==> src/design/rieu_pkg.sv <==
// Shared types and constants for the integer execute unit.
// No dependencies; the ALU, MAC and top-level design files import this package.
`default_nettype none
package rieu_pkg;

	localparam int NUM_REGS  = 16;
	localparam int REG_IDX_W = $clog2(NUM_REGS);
	localparam int XLEN      = 32;

	localparam logic [XLEN-1:0] SEXT8_MASK  = 32'hFFFF_FF00;
	localparam logic [XLEN-1:0] SIGN_BIT    = 32'h8000_0000;
	localparam logic [XLEN-1:0] HALF_SIGN   = 32'h0000_8000;
	localparam logic [XLEN-1:0] SEXT16_MASK = 32'hFFFF_0000;
	localparam logic [7:0]      BYTE_SIGN   = 8'h80;

	localparam logic [1:0] CYC_ONE   = 2'd1;
	localparam logic [1:0] CYC_MUL   = 2'd2;
	localparam logic [1:0] CYC_TAKEN = 2'd3;

	typedef enum logic [4:0] {
		CMD_NOP    = 5'd0,  CMD_ADD    = 5'd1,  CMD_ADDI   = 5'd2,  CMD_ADDC  = 5'd3,
		CMD_ADDV   = 5'd4,  CMD_AND    = 5'd5,  CMD_ANDI   = 5'd6,  CMD_BF    = 5'd7,
		CMD_BT     = 5'd8,  CMD_CLRMAC = 5'd9,  CMD_CLRT   = 5'd10, CMD_CMPEQ = 5'd11,
		CMD_CMPGE  = 5'd12, CMD_CMPGT  = 5'd13, CMD_CMPHI  = 5'd14, CMD_CMPHS = 5'd15,
		CMD_CMPPL  = 5'd16, CMD_CMPPZ  = 5'd17, CMD_CMPSTR = 5'd18, CMD_CMPEQI = 5'd19,
		CMD_DIV0S  = 5'd20, CMD_DIV0U  = 5'd21, CMD_DIV1   = 5'd22, CMD_DMULS = 5'd23,
		CMD_DMULU  = 5'd24, CMD_DT     = 5'd25, CMD_EXTSB  = 5'd26, CMD_EXTSW = 5'd27,
		CMD_EXTUB  = 5'd28, CMD_EXTUW  = 5'd29
	} cmd_t;

	typedef struct packed {
		logic            wr_en;
		logic [XLEN-1:0] wr_data;
		logic            t;
		logic            q;
		logic            m;
		logic [XLEN-1:0] pc_next;
		logic [1:0]      cycles;
		logic            mul_en;
		logic            mul_signed;
		logic            clr_mac;
	} alu_res_t;

	typedef struct packed {
		logic            mul_en;
		logic            mul_signed;
		logic            clr_mac;
	} mac_ctl_t;

	function automatic logic [XLEN-1:0] sext8(input logic [7:0] v);
		return v[7] ? ({24'd0, v} | SEXT8_MASK) : {24'd0, v};
	endfunction

endpackage
`default_nettype wire

==> src/design/rieu_ram.sv <==
// Generic synchronous RAM, one write port and one registered read port.
// No dependencies.
`default_nettype none
module rieu_ram #(
	parameter int WIDTH = 32,
	parameter int DEPTH = 16
) (
	input  wire                     clk,
	input  wire                     we,
	input  wire [$clog2(DEPTH)-1:0] waddr,
	input  wire [WIDTH-1:0]         wdata,
	input  wire                     re,
	input  wire [$clog2(DEPTH)-1:0] raddr,
	output logic [WIDTH-1:0]        rdata
);
	logic [WIDTH-1:0] mem [DEPTH];

	always_ff @(posedge clk) begin
		if (we) begin
			mem[waddr] <= wdata;
		end
		if (re) begin
			rdata <= mem[raddr];
		end
	end
endmodule
`default_nettype wire

==> src/design/rieu_alu.sv <==
// Execute-stage datapath: computes register, flag, PC and multiply results.
// Depends on rieu_pkg.
`default_nettype none
module rieu_alu (
	input  wire                        [4:0] cmd,
	input  wire                        [7:0] imm,
	input  wire  [rieu_pkg::XLEN-1:0]        rn,
	input  wire  [rieu_pkg::XLEN-1:0]        rm,
	input  wire                              t_in,
	input  wire                              q_in,
	input  wire                              m_in,
	input  wire  [rieu_pkg::XLEN-1:0]        pc,
	output rieu_pkg::alu_res_t               res,
	output logic [2*rieu_pkg::XLEN-1:0]      prod
);
	import rieu_pkg::*;

	logic [XLEN:0]   sum33;
	logic [XLEN-1:0] xr;
	logic [XLEN-1:0] dsh;
	logic [XLEN:0]   dres;
	logic            dcarry;
	logic            dq;
	logic [XLEN-1:0] dec;
	logic            taken;
	logic [XLEN-1:0] simm;

	always_comb begin
		prod  = {{XLEN{1'b0}}, rn} * {{XLEN{1'b0}}, rm};
		xr    = rn ^ rm;
		dsh   = {rn[XLEN-2:0], t_in};
		dres  = (q_in == m_in) ? ({1'b0, dsh} - {1'b0, rm}) : ({1'b0, dsh} + {1'b0, rm});
		dcarry = dres[XLEN];
		dq    = rn[XLEN-1] ^ dcarry ^ m_in;
		dec   = rn - 32'd1;
		sum33 = {1'b0, rn} + {1'b0, rm};
		simm  = sext8(imm);
		taken = 1'b0;

		res            = '0;
		res.t          = t_in;
		res.q          = q_in;
		res.m          = m_in;
		res.pc_next    = pc + 32'd2;
		res.cycles     = CYC_ONE;

		unique case (cmd)
			CMD_ADD: begin
				res.wr_en = 1'b1; res.wr_data = sum33[XLEN-1:0];
			end
			CMD_ADDI: begin
				res.wr_en = 1'b1; res.wr_data = rn + simm;
			end
			CMD_ADDC: begin
				sum33 = {1'b0, rn} + {1'b0, rm} + {{XLEN{1'b0}}, t_in};
				res.wr_en = 1'b1; res.wr_data = sum33[XLEN-1:0]; res.t = sum33[XLEN];
			end
			CMD_ADDV: begin
				res.wr_en = 1'b1; res.wr_data = sum33[XLEN-1:0];
				res.t = ~(rn[XLEN-1] ^ rm[XLEN-1]) & (rn[XLEN-1] ^ sum33[XLEN-1]);
			end
			CMD_AND: begin
				res.wr_en = 1'b1; res.wr_data = rn & rm;
			end
			CMD_ANDI: begin
				res.wr_en = 1'b1; res.wr_data = rn & {24'd0, imm};
			end
			CMD_BF, CMD_BT: begin
				taken = (t_in == (cmd == CMD_BT));
				if (taken) begin
					res.pc_next = pc + 32'd4 + {simm[XLEN-2:0], 1'b0};
					res.cycles  = CYC_TAKEN;
				end
			end
			CMD_CLRMAC: res.clr_mac = 1'b1;
			CMD_CLRT:   res.t = 1'b0;
			CMD_CMPEQ:  res.t = (rn == rm);
			CMD_CMPGE:  res.t = ((rn ^ SIGN_BIT) >= (rm ^ SIGN_BIT));
			CMD_CMPGT:  res.t = ((rn ^ SIGN_BIT) > (rm ^ SIGN_BIT));
			CMD_CMPHI:  res.t = (rn > rm);
			CMD_CMPHS:  res.t = (rn >= rm);
			CMD_CMPPL:  res.t = (rn != '0) && !rn[XLEN-1];
			CMD_CMPPZ:  res.t = !rn[XLEN-1];
			CMD_CMPSTR: res.t = (xr[31:24] == 8'd0) || (xr[23:16] == 8'd0) ||
				(xr[15:8] == 8'd0) || (xr[7:0] == 8'd0);
			CMD_CMPEQI: res.t = (rn == simm);
			CMD_DIV0S: begin
				res.q = rn[XLEN-1]; res.m = rm[XLEN-1]; res.t = rn[XLEN-1] ^ rm[XLEN-1];
			end
			CMD_DIV0U: begin
				res.q = 1'b0; res.m = 1'b0; res.t = 1'b0;
			end
			CMD_DIV1: begin
				res.wr_en = 1'b1; res.wr_data = dres[XLEN-1:0];
				res.q = dq; res.t = (dq == m_in);
			end
			CMD_DMULS: begin
				res.mul_en = 1'b1; res.mul_signed = 1'b1; res.cycles = CYC_MUL;
			end
			CMD_DMULU: begin
				res.mul_en = 1'b1; res.cycles = CYC_MUL;
			end
			CMD_DT: begin
				res.wr_en = 1'b1; res.wr_data = dec; res.t = (dec == '0);
			end
			CMD_EXTSB: begin
				res.wr_en = 1'b1;
				res.wr_data = rm[7] ? ({24'd0, rm[7:0]} | SEXT8_MASK) : {24'd0, rm[7:0]};
			end
			CMD_EXTSW: begin
				res.wr_en = 1'b1;
				res.wr_data = ((rm & HALF_SIGN) != '0) ? ({16'd0, rm[15:0]} | SEXT16_MASK)
					: {16'd0, rm[15:0]};
			end
			CMD_EXTUB: begin
				res.wr_en = 1'b1; res.wr_data = {24'd0, rm[7:0]};
			end
			CMD_EXTUW: begin
				res.wr_en = 1'b1; res.wr_data = {16'd0, rm[15:0]};
			end
			default: ;
		endcase
	end
endmodule
`default_nettype wire

==> src/design/rieu_mac.sv <==
// MAC pair update: load of the registered product, with signed correction for signed multiplies, or clear.
// Depends on rieu_pkg.
`default_nettype none
module rieu_mac (
	input  wire rieu_pkg::mac_ctl_t        ctl,
	input  wire [2*rieu_pkg::XLEN-1:0]     prod,
	input  wire [rieu_pkg::XLEN-1:0]       rn,
	input  wire [rieu_pkg::XLEN-1:0]       rm,
	input  wire [rieu_pkg::XLEN-1:0]       mach,
	input  wire [rieu_pkg::XLEN-1:0]       macl,
	output logic [rieu_pkg::XLEN-1:0]      mach_next,
	output logic [rieu_pkg::XLEN-1:0]      macl_next
);
	import rieu_pkg::*;

	logic [XLEN-1:0] hi;

	always_comb begin
		hi = prod[2*XLEN-1:XLEN];
		if (ctl.mul_signed && rn[XLEN-1]) begin
			hi = hi - rm;
		end
		if (ctl.mul_signed && rm[XLEN-1]) begin
			hi = hi - rn;
		end
		mach_next = mach;
		macl_next = macl;
		if (ctl.clr_mac) begin
			mach_next = '0;
			macl_next = '0;
		end else if (ctl.mul_en) begin
			mach_next = hi;
			macl_next = prod[XLEN-1:0];
		end
	end
endmodule
`default_nettype wire

==> src/design/risc_integer_execute_unit.sv <==
// Top level of the integer execute unit: register file RAMs, execute and MAC stages.
// Depends on rieu_pkg, rieu_ram, rieu_alu and rieu_mac.
//
// Usage: each request on the s_axis channel is one instruction, packed in
// s_axis_tdata as cmd, dest_index, src_index and imm8 from the lowest bit up.
// Each request yields exactly one result on m_axis: the new Rn (or R0 for the AND
// and compare immediate forms), T, the next PC, MACH, MACL and instruction cycle count.
// The block takes one request per cycle while s_axis_tready is high. The register
// file read is issued at the accepting edge; the request then passes through the
// execute stage (where the 32x32 product is formed) and the MAC correction stage
// that feeds the output register. The register file is a pair of synchronous RAMs
// with registered reads, written together;
// a write from the execute stage is forwarded to the instruction behind it.
// Reset clears all registers, flags, MAC and PC; register file entries read as
// zero until first written, tracked by one valid bit per entry.
// When the receiver stalls, the result holds in the output register and the
// stages behind it keep filling until each holds a request, after which
// s_axis_tready drops. Empty stages are skipped over, so no bubble is held.
`default_nettype none
module risc_integer_execute_unit (
	input  wire          clk,
	input  wire          arst_n,
	input  wire          s_axis_tvalid,
	output logic         s_axis_tready,
	input  wire  [23:0]  s_axis_tdata,  // cmd[4:0], dest_index[8:5], src_index[12:9], imm8[20:13]
	output logic         m_axis_tvalid,
	input  wire          m_axis_tready,
	output logic [135:0] m_axis_tdata   // dest_value[31:0], t_flag[32], next_pc[64:33],
	                                    // mac_high[96:65], mac_low[128:97], cycles_taken[130:129]
);
	import rieu_pkg::*;

	// Request fields.
	logic [4:0]           in_cmd;
	logic [REG_IDX_W-1:0] in_n;
	logic [REG_IDX_W-1:0] in_m;
	logic [7:0]           in_imm;
	logic [REG_IDX_W-1:0] in_a;
	logic                 accept;

	// Stage 1: register file data arrives, instruction executes.
	logic                 valid_s1;
	logic [4:0]           cmd_s1;
	logic [REG_IDX_W-1:0] a_idx_s1;
	logic [REG_IDX_W-1:0] m_idx_s1;
	logic [7:0]           imm_s1;

	// Stage 2: MAC correction.
	logic                 valid_s2;
	logic [XLEN-1:0]      dest_s2;
	logic                 t_s2;
	logic [XLEN-1:0]      pc_s2;
	logic [1:0]           cyc_s2;
	logic [2*XLEN-1:0]    prod_s2;
	logic [XLEN-1:0]      rn_s2;
	logic [XLEN-1:0]      rm_s2;
	mac_ctl_t             mac_ctl_s2;

	// Architectural state held in flops.
	logic                 t_q, q_q, m_q;
	logic [XLEN-1:0]      pc_q, mach_q, macl_q;
	logic [NUM_REGS-1:0]  reg_vld_q;

	// Last register file write, for forwarding into stage 1.
	logic                 fwd_vld_q;
	logic [REG_IDX_W-1:0] fwd_idx_q;
	logic [XLEN-1:0]      fwd_data_q;

	// Output register.
	logic                 out_vld_q;
	logic [XLEN-1:0]      out_dest_q, out_pc_q, out_mach_q, out_macl_q;
	logic                 out_t_q;
	logic [1:0]           out_cyc_q;

	logic                 adv_out, adv_s2, adv_s1;
	logic [XLEN-1:0]      ram_a, ram_b, rn, rm;
	alu_res_t             res;
	logic [2*XLEN-1:0]    prod;
	logic [REG_IDX_W-1:0] wr_idx;
	logic                 wr_en;
	logic [XLEN-1:0]      mach_next, macl_next;

	assign in_cmd = s_axis_tdata[4:0];
	assign in_n   = s_axis_tdata[8:5];
	assign in_m   = s_axis_tdata[12:9];
	assign in_imm = s_axis_tdata[20:13];
	// The immediate AND and compare forms operate on R0 and report it.
	assign in_a   = (in_cmd == CMD_ANDI || in_cmd == CMD_CMPEQI) ? '0 : in_n;

	// Each stage moves when the one ahead of it is empty or moving.
	assign adv_out       = !out_vld_q || m_axis_tready;
	assign adv_s2        = !valid_s2 || adv_out;
	assign adv_s1        = !valid_s1 || adv_s2;
	assign s_axis_tready = adv_s1;
	assign accept        = s_axis_tvalid && s_axis_tready;

	assign wr_idx = a_idx_s1;
	assign wr_en  = valid_s1 && adv_s2 && res.wr_en;

	rieu_ram #(.WIDTH(XLEN), .DEPTH(NUM_REGS)) u_rf_a (
		.clk(clk), .we(wr_en), .waddr(wr_idx), .wdata(res.wr_data),
		.re(accept), .raddr(in_a), .rdata(ram_a)
	);

	rieu_ram #(.WIDTH(XLEN), .DEPTH(NUM_REGS)) u_rf_b (
		.clk(clk), .we(wr_en), .waddr(wr_idx), .wdata(res.wr_data),
		.re(accept), .raddr(in_m), .rdata(ram_b)
	);

	// The RAM read raced the previous instruction's write; take the forwarded
	// value in that case, and zero for an entry never written since reset.
	always_comb begin
		if (fwd_vld_q && fwd_idx_q == a_idx_s1) begin
			rn = fwd_data_q;
		end else begin
			rn = reg_vld_q[a_idx_s1] ? ram_a : '0;
		end
		if (fwd_vld_q && fwd_idx_q == m_idx_s1) begin
			rm = fwd_data_q;
		end else begin
			rm = reg_vld_q[m_idx_s1] ? ram_b : '0;
		end
	end

	rieu_alu u_alu (
		.cmd(cmd_s1), .imm(imm_s1), .rn(rn), .rm(rm),
		.t_in(t_q), .q_in(q_q), .m_in(m_q), .pc(pc_q),
		.res(res), .prod(prod)
	);

	rieu_mac u_mac (
		.ctl(mac_ctl_s2), .prod(prod_s2), .rn(rn_s2), .rm(rm_s2),
		.mach(mach_q), .macl(macl_q),
		.mach_next(mach_next), .macl_next(macl_next)
	);

	always_ff @(posedge clk or negedge arst_n) begin
		if (!arst_n) begin
			valid_s1   <= 1'b0;
			valid_s2   <= 1'b0;
			out_vld_q  <= 1'b0;
			t_q        <= 1'b0;
			q_q        <= 1'b0;
			m_q        <= 1'b0;
			pc_q       <= '0;
			mach_q     <= '0;
			macl_q     <= '0;
			reg_vld_q  <= '0;
			fwd_vld_q  <= 1'b0;
			mac_ctl_s2 <= '0;
		end else begin
			if (adv_s1) begin
				valid_s1 <= accept;
			end
			if (accept) begin
				cmd_s1   <= in_cmd;
				a_idx_s1 <= in_a;
				m_idx_s1 <= in_m;
				imm_s1   <= in_imm;
			end

			if (adv_s2) begin
				valid_s2 <= valid_s1;
			end
			if (valid_s1 && adv_s2) begin
				t_q        <= res.t;
				q_q        <= res.q;
				m_q        <= res.m;
				pc_q       <= res.pc_next;
				dest_s2    <= res.wr_en ? res.wr_data : rn;
				t_s2       <= res.t;
				pc_s2      <= res.pc_next;
				cyc_s2     <= res.cycles;
				prod_s2    <= prod;
				rn_s2      <= rn;
				rm_s2      <= rm;
				mac_ctl_s2 <= '{mul_en: res.mul_en, mul_signed: res.mul_signed,
					clr_mac: res.clr_mac};
			end
			if (wr_en) begin
				reg_vld_q[wr_idx] <= 1'b1;
				fwd_vld_q         <= 1'b1;
				fwd_idx_q         <= wr_idx;
				fwd_data_q        <= res.wr_data;
			end

			if (adv_out) begin
				out_vld_q <= valid_s2;
			end
			if (valid_s2 && adv_out) begin
				mach_q     <= mach_next;
				macl_q     <= macl_next;
				out_dest_q <= dest_s2;
				out_t_q    <= t_s2;
				out_pc_q   <= pc_s2;
				out_mach_q <= mach_next;
				out_macl_q <= macl_next;
				out_cyc_q  <= cyc_s2;
			end
		end
	end

	assign m_axis_tvalid = out_vld_q;
	assign m_axis_tdata  = {5'd0, out_cyc_q, out_macl_q, out_mach_q, out_pc_q, out_t_q,
		out_dest_q};
endmodule
`default_nettype wire

==> config.mk <==
export PLATFORM = sky130hd
export DESIGN_NAME = risc_integer_execute_unit
export DESIGN_NICKNAME = d
export VERILOG_FILES = /design/src/design/rieu_pkg.sv /design/src/design/rieu_ram.sv /design/src/design/rieu_alu.sv /design/src/design/rieu_mac.sv /design/src/design/risc_integer_execute_unit.sv
export SDC_FILE = /design/constraint.sdc
export NUM_CORES = 2
export LEC_CHECK = 0
export BUFFER_PORTS_ARGS = -buffer_cell sky130_fd_sc_hd__buf_2
export CORE_MARGIN = 10
export CORE_UTILIZATION = 50
export CTS_CLUSTER_SIZE = 12
export DETAILED_ROUTE_END_ITERATION = 12
export GPL_TIMING_DRIVEN = 0
export PLACE_DENSITY_LB_ADDON = 0.12
export SYNTH_ARGS = -nofsm -noshare
export SYNTH_HDL_FRONTEND = slang
export SYNTH_HIERARCHICAL = 1
export SYNTH_SLANG_ARGS = --single-unit
==> constraint.sdc <==
create_clock -name clk -period 11.1 [get_ports clk]
set_input_delay 2.22 -clock clk [delete_from_list [all_inputs] [get_ports clk]]
set_output_delay 2.22 -clock clk [all_outputs]
set_load 0.05 [all_outputs]
==> qor.txt <==
PortBufs = 157
Post-Syn Area = 0.1094 mm2
1st-pass router iterations = 6
vias in the first global route = 78790
Synth area leader = edfxtp_1
GRT Util Overall = 35.25%
outcome = finished with violations
post-synth cell types = 127
hpwl dp = 331.7 mm
hold buffers post-CTS = 0
Achievable Freq = 90.99 MHz
Die Wd = 487.8 um
Routed WL = 423.8 mm
Area Growth Syn to Fin = 12.34%
initial antenna violation count = 38
CTS tree = built
setup TNS = 0 ns
final setup vio count = 0
Vias = 78230
latest clock arrival within the worst-skew pair = 0.89 ns
CP required = 11.69 ns
crit end category = flip-flop
register bit total from synthesis = 1593
H-tree depth = 4
Synth top area share = 40.38%
utilization after layout = 56.54%
Max VDD drop = 324.8 uV
largest net degree at the start of global routing = 68
cell count after synthesis = 9060
Primary FF master, synth = edfxtp_1
DR iter-0 viols = 8532
Worst Max-Slew Pin Slew = 1.578 ns
Synth Warn # = 6
Worst Skew = 0.1106 ns
Clock Sink Count = 1593
crit start category = flip-flop
synthesized area per cell = 12.08 um2
Die Ht = 487.8 um
final worst-path cycle share = 99.01%
die area = 0.2379 mm2
worst hold margin = 0.4147 ns
I/O pin cnt = 166
most common cell in the netlist = edfxtp_1
P_leak = 49.94 nW
DR WL/cell = 33.84 um
max-cap violation count = 1
Slew Limit Fails = 11
Slew headroom = -5.189%
EDFF count, synth = 1471
post-route total power = 31.48 mW
endpoints failing hold = 0
Final Cell Area = 0.1229 mm2
DRC viols = 0
Row Count = 171
GPL Wtd Cong = 1.049
Arr. time, crit path = 11.58 ns
CTS root buffer = clkbuf_16
synth top area cells = edfxtp_1, fa_1, ha_1, mux4_2, inv_1
DP Area = 0.1166 mm2
Reg clk slew, reported paths = 0.06 ns
Initial Util = 50.33%
pwr dens = 256.2 mW/mm2
Async S/R FF share, synth = 7.659%
DRT antenna net count = 0
core area = 0.2174 mm2
Worst Hold Class = reg2reg
worst-case clock buffer depth = 3
Avg Vias per Cell = 6.246
Commonest cells post-synth = edfxtp_1, inv_1, fa_1
largest delay contributor family on the critical path = adder cells
CTS buffer count = 167
Congestion Overflow GR = 0
failing checks = capacitance limit, slew limit
Max stage delay cell, worst path = clkbuf_1
first-pass GRT wire length = 590.9 mm
type of the worst setup path = reg2reg
crit-path max FO = 10
Final nets = 10980
register area share after synthesis = 43.17%
CP most frequent cell = fa_1
fin crit period = 10.99 ns
share of cells above drive strength 1 = 12.97%
max incr delay on CP = 0.79 ns
unrepaired setup endpoints after global routing = yes
WP buf/inv = 7
## placed cells by master (no fill, tap or decap), drive strengths merged, types with 31 or more instances in the layout
cell,count
a211oi,51
and3,48
a31oi,34
mux2,66
fa,901
nand2,901
nand4,50
o21ai,216
a22oi,137
or3,31
buf,436
nand2b,43
nor4,44
o41ai,44
a31o,47
mux4,265
dfrtp,122
nor2b,42
mux2i,86
a41o,39
nor2,417
o211ai,35
ha,520
clkbuf,572
o21bai,34
a21o,119
xnor2,206
and2,528
o21a,34
clkinv,54
inv,1086
edfxtp,1471
xor2,104
nand3,103
nor3,113
a21oi,308
## through the flow
step	setup WS [ns]	cells
4_1_cts	0.03138	12500
5_1_grt	-0.04341	12500
3_5_place_dp	-2.719	12210
6_report	0.1102	12520
3_3_place_gp	-5.396	12080
2_1_floorplan	1.648	9064
## cell families after synthesis
kind of cell             after synthesis  share of synthesized area (%)
AO/OA/AOI/OAI                       1334                          8.568
XOR/XNOR                             310                          2.482
adder cells (fa/ha/maj)             1421                          22.43
buffers and inverters               1578                          5.675
flip-flops                          1593                          43.17
multiplexers                         417                          6.940
other                                  1                       0.003428
AND/OR/NAND/NOR                     2406                          10.73
## final cells by class
type / instances / area (um2)
timing repair buffer: 329 / 3307
clock buffer: 227 / 4474
fill: 18170 / 94470
sequential: 1593 / 47230
clock inverter: 58 / 809.5
buffer: 456 / 2277
tap: 2854 / 3571
antenna: 23 / 57.56
inverter: 1091 / 4104
multi-input combinational: 5893 / 57080
## report_power, final
| part | internal [mW] | switching, mW |
|---|---|---|
| clock network | 3.00 | 2.38 |
| logic | 6.20 | 12.0 |
| registers | 7.60 | 0.278 |
## final timing paths
check	startpoint	to	slack (ns)	depth (start not counted)
setup / recovery	m_idx_s1[1]$_DFFE_PP_	prod_s2[62]$_DFFE_PP_	0.11	31
hold / removal	dest_s2[31]$_DFFE_PP_	out_dest_q[31]$_DFFE_PP_	0.41	0
setup reg to reg	m_idx_s1[1]$_DFFE_PP_	prod_s2[62]$_DFFE_PP_	0.11	31
hold reg to reg	dest_s2[31]$_DFFE_PP_	out_dest_q[31]$_DFFE_PP_	0.41	0
max in group asynchronous	arst_n	pc_q[21]$_DFFE_PN0P_	8.69	2
min in group asynchronous	arst_n	macl_q[3]$_DFFE_PN0N_	1.37	1
## registers in the layout (all words and copies together), names as in the netlist, 3 cells and up
name / flops
a_idx_s1: 4
cmd_s1: 5
dest_s2: 32
fwd_data_q: 32
fwd_idx_q: 4
imm_s1: 8
m_idx_s1: 4
mac_ctl_s2: 3
mach_q: 32
macl_q: 32
out_dest_q: 32
out_mach_q: 32
out_macl_q: 32
out_pc_q: 32
pc_q: 32
pc_s2: 32
prod_s2: 64
reg_vld_q: 16
rm_s2: 32
rn_s2: 32
u_rf_a/mem: 512
u_rf_a/rdata: 32
u_rf_b/mem: 512
u_rf_b/rdata: 32
## metal layers
layer	vias up	wire [um]	global-route usage, %
met3	1220	39810	8.336
met1	40140	156300	43.72
li1	32620	-	-
met5	-	134	0
met2	4227	188500	53.98
met4	20	39100	25.92
## timing repair
action / in CTS / in global routing
endpoints found under the setup margin: 48 / 16
pin swaps: 5 / 0
resized for setup: 247 / 78
setup buffers: 25 / 15
hold endpoints to repair: 0 / 0
(Power assumes the default switching activity.)
